===== src/pipt_pkg.sv =====
// Shared types and constants of the point-in-polygon test unit.
package pipt_pkg;

  localparam int COORD_W = 16;
  localparam int DIFF_W  = COORD_W + 1;
  localparam int PROD_W  = 2 * DIFF_W;
  localparam int ENTRY_W = 2 * COORD_W;
  localparam int CFG_W   = 7;

  localparam logic OPC_WRITE = 1'b0;
  localparam logic OPC_QUERY = 1'b1;

  localparam logic [CFG_W-1:0] COUNT_RESET = CFG_W'(3);

  typedef enum logic [3:0] {
    ST_IDLE,
    ST_SPAN_RD,
    ST_SPAN_UPD,
    ST_SPAN_CHK,
    ST_E_RD1,
    ST_E_RD2,
    ST_E_LD2,
    ST_E_TEST,
    ST_E_MUL,
    ST_E_DSTART,
    ST_E_DWAIT,
    ST_E_CMP,
    ST_E_NEXT,
    ST_DONE
  } pipt_state_e;

endpackage


===== src/pipt_ram.sv =====
// Generic single-write, single-read RAM with registered read data.
module pipt_ram #(
  parameter int WIDTH = 32,
  parameter int DEPTH = 64
) (
  input  logic                             clk_i,
  input  logic                             we_i,
  input  logic [$clog2(DEPTH)-1:0]         waddr_i,
  input  logic [WIDTH-1:0]                 wdata_i,
  input  logic [$clog2(DEPTH)-1:0]         raddr_i,
  output logic [WIDTH-1:0]                 rdata_o
);

  logic [WIDTH-1:0] mem [DEPTH];
  logic [WIDTH-1:0] rdata_q;

  always_ff @(posedge clk_i) begin
    if (we_i) begin
      mem[waddr_i] <= wdata_i;
    end
    rdata_q <= mem[raddr_i];
  end

  assign rdata_o = rdata_q;

endmodule


===== src/pipt_div.sv =====
// Sequential signed divider, one quotient bit per cycle, truncating toward zero.
module pipt_div (
  input  logic                                 clk_i,
  input  logic                                 rst_ni,
  input  logic                                 start_i,
  input  logic signed [pipt_pkg::PROD_W-1:0]   num_i,
  input  logic signed [pipt_pkg::DIFF_W-1:0]   den_i,
  output logic                                 done_o,
  output logic signed [pipt_pkg::PROD_W-1:0]   quo_o
);
  import pipt_pkg::*;

  localparam int CNTW = $clog2(PROD_W + 1);

  logic              busy_q, done_q, neg_q;
  logic [CNTW-1:0]   cnt_q;
  logic [DIFF_W-1:0] rem_q, dmag_q;
  logic [PROD_W-1:0] dvd_q;

  logic [PROD_W-1:0] num_mag;
  logic [DIFF_W-1:0] den_mag;
  logic [DIFF_W:0]   trial;
  logic              fits;

  assign num_mag = num_i[PROD_W-1] ? PROD_W'(-num_i) : PROD_W'(num_i);
  assign den_mag = den_i[DIFF_W-1] ? DIFF_W'(-den_i) : DIFF_W'(den_i);
  assign trial   = {rem_q, dvd_q[PROD_W-1]};
  assign fits    = trial >= {1'b0, dmag_q};

  always_ff @(posedge clk_i or negedge rst_ni) begin
    if (!rst_ni) begin
      busy_q <= 1'b0;
      done_q <= 1'b0;
      cnt_q  <= '0;
    end else begin
      done_q <= !start_i && busy_q && (cnt_q == CNTW'(1));
      if (start_i) begin
        busy_q <= 1'b1;
        cnt_q  <= CNTW'(PROD_W);
      end else if (busy_q) begin
        cnt_q <= cnt_q - CNTW'(1);
        if (cnt_q == CNTW'(1)) begin
          busy_q <= 1'b0;
        end
      end
    end
  end

  always_ff @(posedge clk_i) begin
    if (start_i) begin
      rem_q  <= '0;
      dvd_q  <= num_mag;
      dmag_q <= den_mag;
      neg_q  <= num_i[PROD_W-1] ^ den_i[DIFF_W-1];
    end else if (busy_q) begin
      rem_q <= fits ? DIFF_W'(trial - {1'b0, dmag_q}) : trial[DIFF_W-1:0];
      dvd_q <= {dvd_q[PROD_W-2:0], fits};
    end
  end

  assign done_o = done_q;
  assign quo_o  = neg_q ? -signed'(dvd_q) : signed'(dvd_q);

`ifndef SYNTHESIS
  a_no_restart: assert property (@(posedge clk_i) disable iff (!rst_ni)
    start_i |-> !busy_q) else $error("divider started while busy");
  a_done_after_busy: assert property (@(posedge clk_i) disable iff (!rst_ni)
    done_q |-> $past(busy_q)) else $error("divider done without a run");
  a_busy_count: assert property (@(posedge clk_i) disable iff (!rst_ni)
    busy_q |-> cnt_q != '0) else $error("divider busy with empty count");
`endif

endmodule


===== src/point_in_polygon_test_unit.sv =====
// Top level of the point-in-polygon test unit: sequencer, datapath and vertex store.
// A query scans the vertices for the y span and, if the point lies within it, walks the edges;
// it waits on the one-bit-per-cycle divider for each edge that needs it.
// One item is worked on at a time; the next is accepted while a result waits.
// Reset (rst_ni low, asynchronous) clears control state and sets vertex_count to 3;
// the vertex store is not cleared and is undefined until written.
module point_in_polygon_test_unit #(
  parameter int MAX_VERTICES = 64
) (
  input  logic                          clk_i,
  input  logic                          rst_ni,
  input  logic                          s_axis_tvalid_i,
  output logic                          s_axis_tready_o,
  // [5:0] vertex_index, [21:6] coord_x, [37:22] coord_y, [39:38] zero
  input  logic [39:0]                   s_axis_tdata_i,
  // [0] opcode
  input  logic [0:0]                    s_axis_tuser_i,
  output logic                          m_axis_tvalid_o,
  input  logic                          m_axis_tready_i,
  // [0] inside_res, [7:1] zero
  output logic [7:0]                    m_axis_tdata_o,
  input  logic                          cfg_valid_i,
  output logic                          cfg_ready_o,
  input  logic [pipt_pkg::CFG_W-1:0]    cfg_data_i
);
  import pipt_pkg::*;

  localparam int AW = (MAX_VERTICES > 1) ? $clog2(MAX_VERTICES) : 1;
  localparam int CW = $clog2(MAX_VERTICES + 1);
  localparam int NW = (CW > CFG_W) ? CW : CFG_W;
  localparam int SW = PROD_W + 1;

  pipt_state_e state_q, state_d;

  logic [CFG_W-1:0]          count_q;
  logic [CW-1:0]             n_q, idx_q;
  logic signed [COORD_W-1:0] px_q, py_q, lo_q, hi_q, x1_q, y1_q, x2_q, y2_q;
  logic signed [PROD_W-1:0]  prod_q;
  logic                      parity_q, out_valid_q, out_data_q;

  logic                      in_op;
  logic [5:0]                in_idx;
  logic signed [COORD_W-1:0] in_x, in_y, rd_x, rd_y;
  logic [NW-1:0]             count_ext, n_ext;
  logic [CW-1:0]             n_now, idx_inc, idx_nxt;
  logic                      last_vtx, in_range;
  logic signed [COORD_W-1:0] ymin, ymax, xmax;
  logic signed [DIFF_W-1:0]  dy, dx, dden;
  logic                      edge_cond, vertical, cross_hit, out_load;
  logic signed [PROD_W-1:0]  quo;
  logic signed [SW-1:0]      cmp_lhs, cmp_rhs;
  logic                      div_start, div_done;
  logic                      ram_we;
  logic [AW-1:0]             ram_raddr;
  logic [ENTRY_W-1:0]        ram_rdata;

  assign in_op  = s_axis_tuser_i[0];
  assign in_idx = s_axis_tdata_i[5:0];
  assign in_x   = signed'(s_axis_tdata_i[21:6]);
  assign in_y   = signed'(s_axis_tdata_i[37:22]);
  assign rd_x   = signed'(ram_rdata[COORD_W-1:0]);
  assign rd_y   = signed'(ram_rdata[ENTRY_W-1:COORD_W]);

  // A count above the store depth is treated as the full depth.
  assign count_ext = NW'(count_q);
  assign n_ext     = (count_ext > NW'(MAX_VERTICES)) ? NW'(MAX_VERTICES) : count_ext;
  assign n_now     = n_ext[CW-1:0];
  assign in_range  = {26'b0, in_idx} < 32'(MAX_VERTICES);

  assign idx_inc  = idx_q + CW'(1);
  assign last_vtx = (idx_inc == n_q);
  assign idx_nxt  = last_vtx ? '0 : idx_inc;

  assign ymin = (y1_q < y2_q) ? y1_q : y2_q;
  assign ymax = (y1_q < y2_q) ? y2_q : y1_q;
  assign xmax = (x1_q < x2_q) ? x2_q : x1_q;
  assign dy   = DIFF_W'(py_q) - DIFF_W'(y1_q);
  assign dx   = DIFF_W'(x2_q) - DIFF_W'(x1_q);
  assign dden = DIFF_W'(y2_q) - DIFF_W'(y1_q);

  // A horizontal edge never meets the y window, so it never reaches the divider.
  assign edge_cond = (py_q > ymin) && (py_q <= ymax) && (px_q <= xmax);
  assign vertical  = (x1_q == x2_q);
  assign cmp_lhs   = SW'(px_q);
  assign cmp_rhs   = SW'(x1_q) + SW'(quo);
  assign cross_hit = (cmp_lhs <= cmp_rhs);
  assign out_load  = (state_q == ST_DONE) && (!out_valid_q || m_axis_tready_i);

  pipt_ram #(
    .WIDTH (ENTRY_W),
    .DEPTH (MAX_VERTICES)
  ) u_store (
    .clk_i   (clk_i),
    .we_i    (ram_we),
    .waddr_i (AW'(in_idx)),
    .wdata_i ({in_y, in_x}),
    .raddr_i (ram_raddr),
    .rdata_o (ram_rdata)
  );

  pipt_div u_div (
    .clk_i   (clk_i),
    .rst_ni  (rst_ni),
    .start_i (div_start),
    .num_i   (prod_q),
    .den_i   (dden),
    .done_o  (div_done),
    .quo_o   (quo)
  );

  always_comb begin
    state_d = state_q;
    unique case (state_q)
      ST_IDLE: begin
        if (s_axis_tvalid_i && in_op == OPC_QUERY) begin
          state_d = (n_now == '0) ? ST_DONE : ST_SPAN_RD;
        end
      end
      ST_SPAN_RD:  state_d = ST_SPAN_UPD;
      ST_SPAN_UPD: state_d = last_vtx ? ST_SPAN_CHK : ST_SPAN_RD;
      ST_SPAN_CHK: state_d = (py_q > hi_q || py_q < lo_q) ? ST_DONE : ST_E_RD1;
      ST_E_RD1:    state_d = ST_E_RD2;
      ST_E_RD2:    state_d = ST_E_LD2;
      ST_E_LD2:    state_d = ST_E_TEST;
      ST_E_TEST:   state_d = (edge_cond && !vertical) ? ST_E_MUL : ST_E_NEXT;
      ST_E_MUL:    state_d = ST_E_DSTART;
      ST_E_DSTART: state_d = ST_E_DWAIT;
      ST_E_DWAIT:  state_d = div_done ? ST_E_CMP : ST_E_DWAIT;
      ST_E_CMP:    state_d = ST_E_NEXT;
      ST_E_NEXT:   state_d = last_vtx ? ST_DONE : ST_E_RD1;
      ST_DONE:     state_d = out_load ? ST_IDLE : ST_DONE;
      default:     state_d = ST_IDLE;
    endcase
  end

  always_comb begin
    s_axis_tready_o = (state_q == ST_IDLE);
    ram_we          = (state_q == ST_IDLE) && s_axis_tvalid_i && (in_op == OPC_WRITE)
                      && in_range;
    // The second read of an edge fetches the vertex that follows, wrapping to zero.
    ram_raddr       = (state_q == ST_E_RD2) ? idx_nxt[AW-1:0] : idx_q[AW-1:0];
    div_start       = (state_q == ST_E_DSTART);
  end

  always_ff @(posedge clk_i or negedge rst_ni) begin
    if (!rst_ni) begin
      state_q     <= ST_IDLE;
      count_q     <= COUNT_RESET;
      out_valid_q <= 1'b0;
    end else begin
      state_q <= state_d;
      if (cfg_valid_i) begin
        count_q <= cfg_data_i;
      end
      if (out_load) begin
        out_valid_q <= 1'b1;
      end else if (m_axis_tready_i) begin
        out_valid_q <= 1'b0;
      end
    end
  end

  always_ff @(posedge clk_i) begin
    if (out_load) begin
      out_data_q <= parity_q;
    end
    unique case (state_q)
      ST_IDLE: begin
        if (s_axis_tvalid_i && in_op == OPC_QUERY) begin
          px_q     <= in_x;
          py_q     <= in_y;
          n_q      <= n_now;
          idx_q    <= '0;
          parity_q <= 1'b0;
        end
      end
      ST_SPAN_UPD: begin
        if (idx_q == '0) begin
          lo_q <= rd_y;
          hi_q <= rd_y;
        end else begin
          if (rd_y < lo_q) lo_q <= rd_y;
          if (rd_y > hi_q) hi_q <= rd_y;
        end
        idx_q <= idx_inc;
      end
      ST_SPAN_CHK: idx_q <= '0;
      ST_E_RD2: begin
        x1_q <= rd_x;
        y1_q <= rd_y;
      end
      ST_E_LD2: begin
        x2_q <= rd_x;
        y2_q <= rd_y;
      end
      ST_E_TEST: begin
        if (edge_cond && vertical) parity_q <= ~parity_q;
      end
      ST_E_MUL:  prod_q <= dy * dx;
      ST_E_CMP: begin
        if (cross_hit) parity_q <= ~parity_q;
      end
      ST_E_NEXT: idx_q <= idx_inc;
      default: begin
      end
    endcase
  end

  assign cfg_ready_o     = 1'b1;
  assign m_axis_tvalid_o = out_valid_q;
  assign m_axis_tdata_o  = {7'b0, out_data_q};

`ifndef SYNTHESIS
  a_result_from_done: assert property (@(posedge clk_i) disable iff (!rst_ni)
    $rose(out_valid_q) |-> $past(state_q == ST_DONE))
    else $error("result word raised outside the done state");
  a_div_done_waited: assert property (@(posedge clk_i) disable iff (!rst_ni)
    div_done |-> state_q == ST_E_DWAIT)
    else $error("divider finished while the sequencer was not waiting");
  a_edge_index: assert property (@(posedge clk_i) disable iff (!rst_ni)
    state_q == ST_E_RD1 |-> idx_q < n_q)
    else $error("edge index beyond vertex count");
`endif

endmodule


===== config.mk =====
export PLATFORM = sky130hd
export DESIGN_NAME = point_in_polygon_test_unit
export DESIGN_NICKNAME = d
export VERILOG_FILES = /design/src/pipt_pkg.sv /design/src/pipt_ram.sv /design/src/pipt_div.sv /design/src/point_in_polygon_test_unit.sv
export SDC_FILE = /design/constraint.sdc
export NUM_CORES = 2
export LEC_CHECK = 0
export BUFFER_PORTS_ARGS = -buffer_cell sky130_fd_sc_hd__buf_2
export CORE_ASPECT_RATIO = 0.75
export CORE_UTILIZATION = 55
export DETAILED_ROUTE_END_ITERATION = 8
export GPL_ROUTABILITY_DRIVEN = 0
export GPL_TIMING_DRIVEN = 0
export PLACE_DENSITY = 0.73
export REMOVE_ABC_BUFFERS = 1
export SETUP_SLACK_MARGIN = 0.15
export SYNTH_ARGS = -nofsm -noshare
export SYNTH_HDL_FRONTEND = slang
export SYNTH_HIERARCHICAL = 1
export SYNTH_SLANG_ARGS = --single-unit

===== constraint.sdc =====
create_clock -name clk_i -period 8.01 [get_ports clk_i]
set_clock_uncertainty 0.2 [all_clocks]
set_input_delay 0.4005 -clock clk_i [delete_from_list [all_inputs] [get_ports clk_i]]
set_output_delay 0.4005 -clock clk_i [all_outputs]
set_load 0.01 [all_outputs]

### Word level (Yosys, flattened, before mapping)

Memories as Yosys holds them, arrays and structs flattened. A register that Yosys moved wholly into a read port is not among the register bits.
Index checks and enable logic that the tools add are counted.

* $mul: 1
* equal/unequal tests: 19
* add/subtract/negate cells: 10
* reductions and logical operators: 30
* bitwise operators: 3
* muxes and demuxes: 40
* magnitude comparators: 12

Operators by type and width (count)
* two-way mux 34 bit: 4
* two-way mux 16 bit: 8
* negator 34 bit: 2
* less-than comparator 16 bit: 4
* one-hot mux 4 bit (14 select lines): 1
* subtractor 16 x 16 -> 17 bit: 3
* > comparator 16 bit: 3
* adder 16 x 34 -> 35 bit: 1
* less-or-equal comparator 16 x 35 -> 1 bit: 1
* multiplier 17 x 17 -> 34 bit: 1
* less-or-equal comparator 16 bit: 2
* equality test 4 bit, second input constant: 6
* two-way mux 6 bit: 4
* one-hot mux 7 bit (3 select lines): 1
* two-way mux 4 bit: 5
* >= comparator 18 x 17 -> 1 bit: 1
* two-way mux 17 bit: 1
* negator 17 bit: 1
* subtractor 17 bit: 1
* equality test 16 bit: 1
* equality test 4 x 3 -> 1 bit, second input constant: 4
* zero test 7 bit: 2
* two-way mux 7 bit: 2
* two-way mux 1 bit: 11
* other kinds (23): 45

* RAM bits: 2048
* input bits: 53
* output and inout port bits: 11
* word-level logic and storage cells: 140
* register bits after elaboration: 267
* memories: 1

Memory list
* u_store.mem: words 64, width 32, rd ports 1, clocked after Yosys merged registers in 1, wr ports 1, RTL line pipt_ram.sv:14 `logic [WIDTH-1:0] mem [DEPTH];`

### Longest topological paths before layout

* depth in word-level cells: 8
* mapped depth: 34
* gate-level depth less buffers: 34

### By module

The synthesis kept the hierarchy.

By module, submodules not included
* pipt_ram: times used 1, area each 78515.3 um2, cells an instance 3324, seq. area each 62139.6 um2
* point_in_polygon_test_unit: times used 1, area each 24828.8 um2, cells an instance 2527, seq. area each 5647.9 um2
* pipt_div: times used 1, area each 5850.6 um2, cells an instance 667, seq. area each 2102.0 um2

### Worst setup path before layout

No wires, ideal clock.

* path type: register -> register
* start: reg y1_q[0]
* end: reg prod_q[33], data pin
* path slack: -520 ps
* data arrival time: 8070 ps
* setup time: 260 ps
* clock period less this slack: 8530 ps
* buffers on the path: 0
* required time: 7550 ps
* cell stages (with the launch flop): 32
* cell sequence: edfxtp_1 -> ha_1 -> fa_1 -> nor2b_1 -> o21ai_0 -> a21boi_1 -> o2111ai_1 -> a31o_2 -> nor2b_1 -> nor3b_1 -> mux2i_1 -> nor2_1 -> fa_1 -> inv_1 -> fa_1 -> inv_1 -> fa_1 -> fa_1 -> fa_1 -> inv_1 -> fa_1 -> inv_1 -> ha_1 -> a21oi_1 -> o21ai_0 -> a2111oi_2 -> a211oi_1 -> o41ai_1 -> a21oi_1 -> or3_1 -> a21oi_1 -> xnor2_1

* cells in the longest elaborated chain, start to end: 2

Ends and longest elaborated chain
* from (decl): RTL line point_in_polygon_test_unit.sv:37 `logic signed [COORD_W-1:0] px_q, py_q, lo_q, hi_q, x1_q, y1_q, x2_q, y2_q;`
* from (signal assigned): RTL line point_in_polygon_test_unit.sv:190 `y1_q <= rd_y;`
* subtractor 16 x 16 -> 17 bit: RTL line point_in_polygon_test_unit.sv:77 `assign dy = DIFF_W'(py_q) - DIFF_W'(y1_q);`
* multiplier 17 x 17 -> 34 bit: RTL line point_in_polygon_test_unit.sv:199 `ST_E_MUL: prod_q <= dy * dx;`
* to (signal assigned): RTL line point_in_polygon_test_unit.sv:199
* to (decl): RTL line point_in_polygon_test_unit.sv:38 `logic signed [PROD_W-1:0] prod_q;`

Every way passes these cells.
A chain may end at the register's enable or synchronous reset.

### Worst setup path after layout

* start: reg x1_q[1]
* end: reg prod_q[33], data pin

* cells in the longest elaborated chain, start to end: 2

Ends and longest elaborated chain
* from (decl): RTL line point_in_polygon_test_unit.sv:37
* from (signal assigned): RTL line point_in_polygon_test_unit.sv:189 `x1_q <= rd_x;`
* subtractor 16 x 16 -> 17 bit: RTL line point_in_polygon_test_unit.sv:78 `assign dx = DIFF_W'(x2_q) - DIFF_W'(x1_q);`
* multiplier 17 x 17 -> 34 bit: RTL line point_in_polygon_test_unit.sv:199

Every way passes these cells.

==> impl_metrics.toml <==
[sta]
slew_headroom = 0.0190
rsz0062_at_grt = "yes"
hold_viol = 0
timing.fmax_mhz = 119
period_share = 1.05
setup_viol = 10
finalMaxSlewViolations = 0
worst_slack_ns = -0.403
worstMarginPinSlew_ns = 1.47
finalCriticalPeriod_ns = 8.41
hold_ws_ns = 0.0200

[yosys]
syn-cell-area_sq_mm = 0.109
syn_inst = 6518
netlist.area_leader.share = 0.626
ys_types = 94
synth_top_area_cell = "edfxtp_1"
async_flop_share = 0.00852
yosys-top-cells-area = "edfxtp_1 (63%), mux4_2 (11%), fa_1 (5.5%), ha_1 (3.9%), inv_1 (1.5%)"
yosysWarnings = 6
synth_edf_count = 2278
seq_area_frac_synth = 0.640
ys_ff_latch = 2347
synthFlopType = "edfxtp_1"
syn_area_per_cell_sq_um = 16.8

[final_layout]
drive_gt1_frac = 0.219
layout.cells.non_filler = 9681
final_area_sq_mm = 0.125
regArea_sq_mm = 0.0699
fillerInstances = 13200
fin_nets = 7557
multi_input_area_sq_mm = 0.0384
area_growth_pct = 14.3

[critical_path]
cp_max_fo = 8
cpLargestDelayFamily = "adder cells"
cpMostUsedCell = "fa_1"
end_kind = "flip-flop"
worstPathArrival_ns = 8.76
cp_num_buf_inv = 8
required_ns = 8.35
critPathMaxStageDelay_ns = 0.59
cp-start-kind = "flip-flop"
slowest_stage = "fa_2"
critPathKind = "reg2reg"

[clock_tree]
cts-htree-levels = 4
cts_sinks = 2347
clk_path_buf_depth = 4
path_clk_slew_ns = 0.06
cts_tree = "done"
clk_latency_ns = 0.89
cts_made_buffers = 212
ctsRootBufferMaster = "clkbuf_16"

[drt]
postRouteAntennaNets = 0
wl_per_cell_microns = 29.8
drt_first_pass_iters = 6
viasPerCell = 6.49
num_vias = 62800
drt_iter0_drc = 8164
routed_wl_mm = 288
drcViolationCount = 0

[grt]
use_met2 = 0.428
gr-total-overflow = 0
use_met1 = 0.416
track_usage = 0.288
grt_use_met3 = 0.0746
grt_pass1_wl_mm = 418
grt_pass1_vias = 62800
grt_max_degree = 73
antenna_found_initial = 19
top_usage_layer = "met2"

[placement]
pre_cts_slack_ns = -2.43
dp_hpwl_mm = 181
dpl.cell_count = 9102
portBuffers = 53
placed_area_sq_mm = 0.115

[hold_path]
min_path_type = "in2reg"

[outcome]
status = "finished, violations left"
violations = "negative setup slack"

[floorplan]
dieHeight_microns = 388
die_area_sq_mm = 0.200
core_sq_mm = 0.197
row_count = 141
io_pins = 64
die_w_microns = 517
start_util = 0.554

[flow_run]
drv_cap = 0
[per-stage QoR]
step / TNS, ns / utilization
final: -2.36 / 0.633
after global routing: -4.31 / 0.633
after CTS: -1.07 / 0.629
after detailed placement: -23.89 / 0.585
after global placement: -1633.65 / 0.566
after floorplan: -662.47 / -
[cell type report]
class                      count  share of cell area
tap                         2645              0.0265
multi-input combinational   3474               0.308
sequential                  2347               0.560
antenna                       13            0.000261
clock buffer                 267              0.0449
timing repair buffer         396              0.0408
inverter                     436              0.0131
clock inverter               103             0.00672
[what timing repair did]
item,CTS,global route
hold buffers,23,13
resized for setup,186,97
gates cloned,0,1
endpoints found under the hold margin,44,301
pin swaps,87,107
buffers inserted,121,37
endpoints found under the setup margin,20,18
[kinds of logic after synthesis]
family | count (synthesis) | synth area share
adder cells (fa/ha/maj) | 637 | 0.0937
other | 2 | 0.0000688
AND/OR/NAND/NOR | 1120 | 0.0480
AO/OA/AOI/OAI | 788 | 0.0473
multiplexers | 700 | 0.127
flip-flops | 2347 | 0.640
buffers and inverters | 703 | 0.0265
XOR/XNOR | 221 | 0.0177
[layout by cell type, fill, tap and decap left out, types with 45 or more instances in the layout]
cell type  synthesis  final
mux4_2           544    544
nand2b_1          59     57
nor2_4             0     67
o21ai_0          119    106
edfxtp_1        2278   2278
dfxtp_1           49     49
o22ai_1           88     87
nand2_1          294    278
xor2_1            80     66
xnor2_1          141    121
ha_1             336    311
buf_4             36    143
a21oi_1          226    201
nor2b_1           75     68
buf_12             0     86
clkbuf_16          0    215
inv_1            436    403
nor3_1            49     46
a21o_1            75     74
nand3_1           46     45
nor2_1           412    337
mux2i_1          144    143
fa_1             301    281
clkbuf_1         139     49
[cell usage after synthesis (23+ instances only)]
master    number
a21oi_1      226
fa_1         301
mux2i_1      144
nand2_1      294
a21o_1        75
o21a_1        26
edfxtp_1    2278
nand2b_1      59
o22ai_1       88
inv_1        436
mux4_2       544
nand4_1       31
o21ai_0      119
xor2_1        80
dfxtp_1       49
o221ai_1      29
buf_2         64
clkbuf_1     139
xnor2_1      141
nor2b_1       75
nor2_1       412
buf_1         23
o31ai_1       29
buf_4         36
ha_1         336
nor3_1        49
nand3_1       46
[metal layers]
metal / up-vias / part of all wire
met4: 8 / 0.042
met3: 683 / 0.13
met2: 4049 / 0.44
li1: 25900 / -
met1: 32200 / 0.39
met5: - / 0.00018
[worst register-to-register path: cells and delay by family, from the launching register on]
family                     cells  cell delay [ns]
and+or+nand+nor                4             0.73
DFF                            1             0.41
adders and majority gates      8             3.64
AOI/OAI and AO/OA             12             2.21
buffers and inverters          8             0.70
xor gates and xnor gates       2             0.25
[final timing paths]
kind	from	end	slack, ns	cells past startpoint
setup / recovery	x1_q[1]$_DFFE_PP_	prod_q[33]$_DFFE_PP_	-0.40	34
hold / removal	s_axis_tdata_i[11]	u_store/mem[58][5]$_DFFE_PP_	0.02	1
setup reg to reg	x1_q[1]$_DFFE_PP_	prod_q[33]$_DFFE_PP_	-0.40	34
hold reg to reg	u_store/rdata_o[11]$_DFF_P_	x2_q[11]$_DFFE_PP_	0.23	0
max in group asynchronous	rst_ni	u_div/cnt_q[2]$_DFFE_PN0P_	5.92	4
min in group asynchronous	rst_ni	count_ext[1]$_DFFE_PN1P_	0.43	3
[state kept, by name (all words and copies together) (netlist names), 4 cells and up]
name and cells:
count_ext 7, hi_q 16, idx_q 7, lo_q 16, n_q 7, prod_q 34
px_q 16, py_q 16, state_q 4, u_div/cnt_q 6, u_div/dmag_q 17, u_div/dvd_q 34
u_div/rem_q 17, u_store/mem 2048, u_store/rdata_o 32, x1_q 16, x2_q 16, y1_q 16
y2_q 16
Power is not shown: default switching activity piles up to over one toggle a cycle in this logic, so the estimate is an artifact.
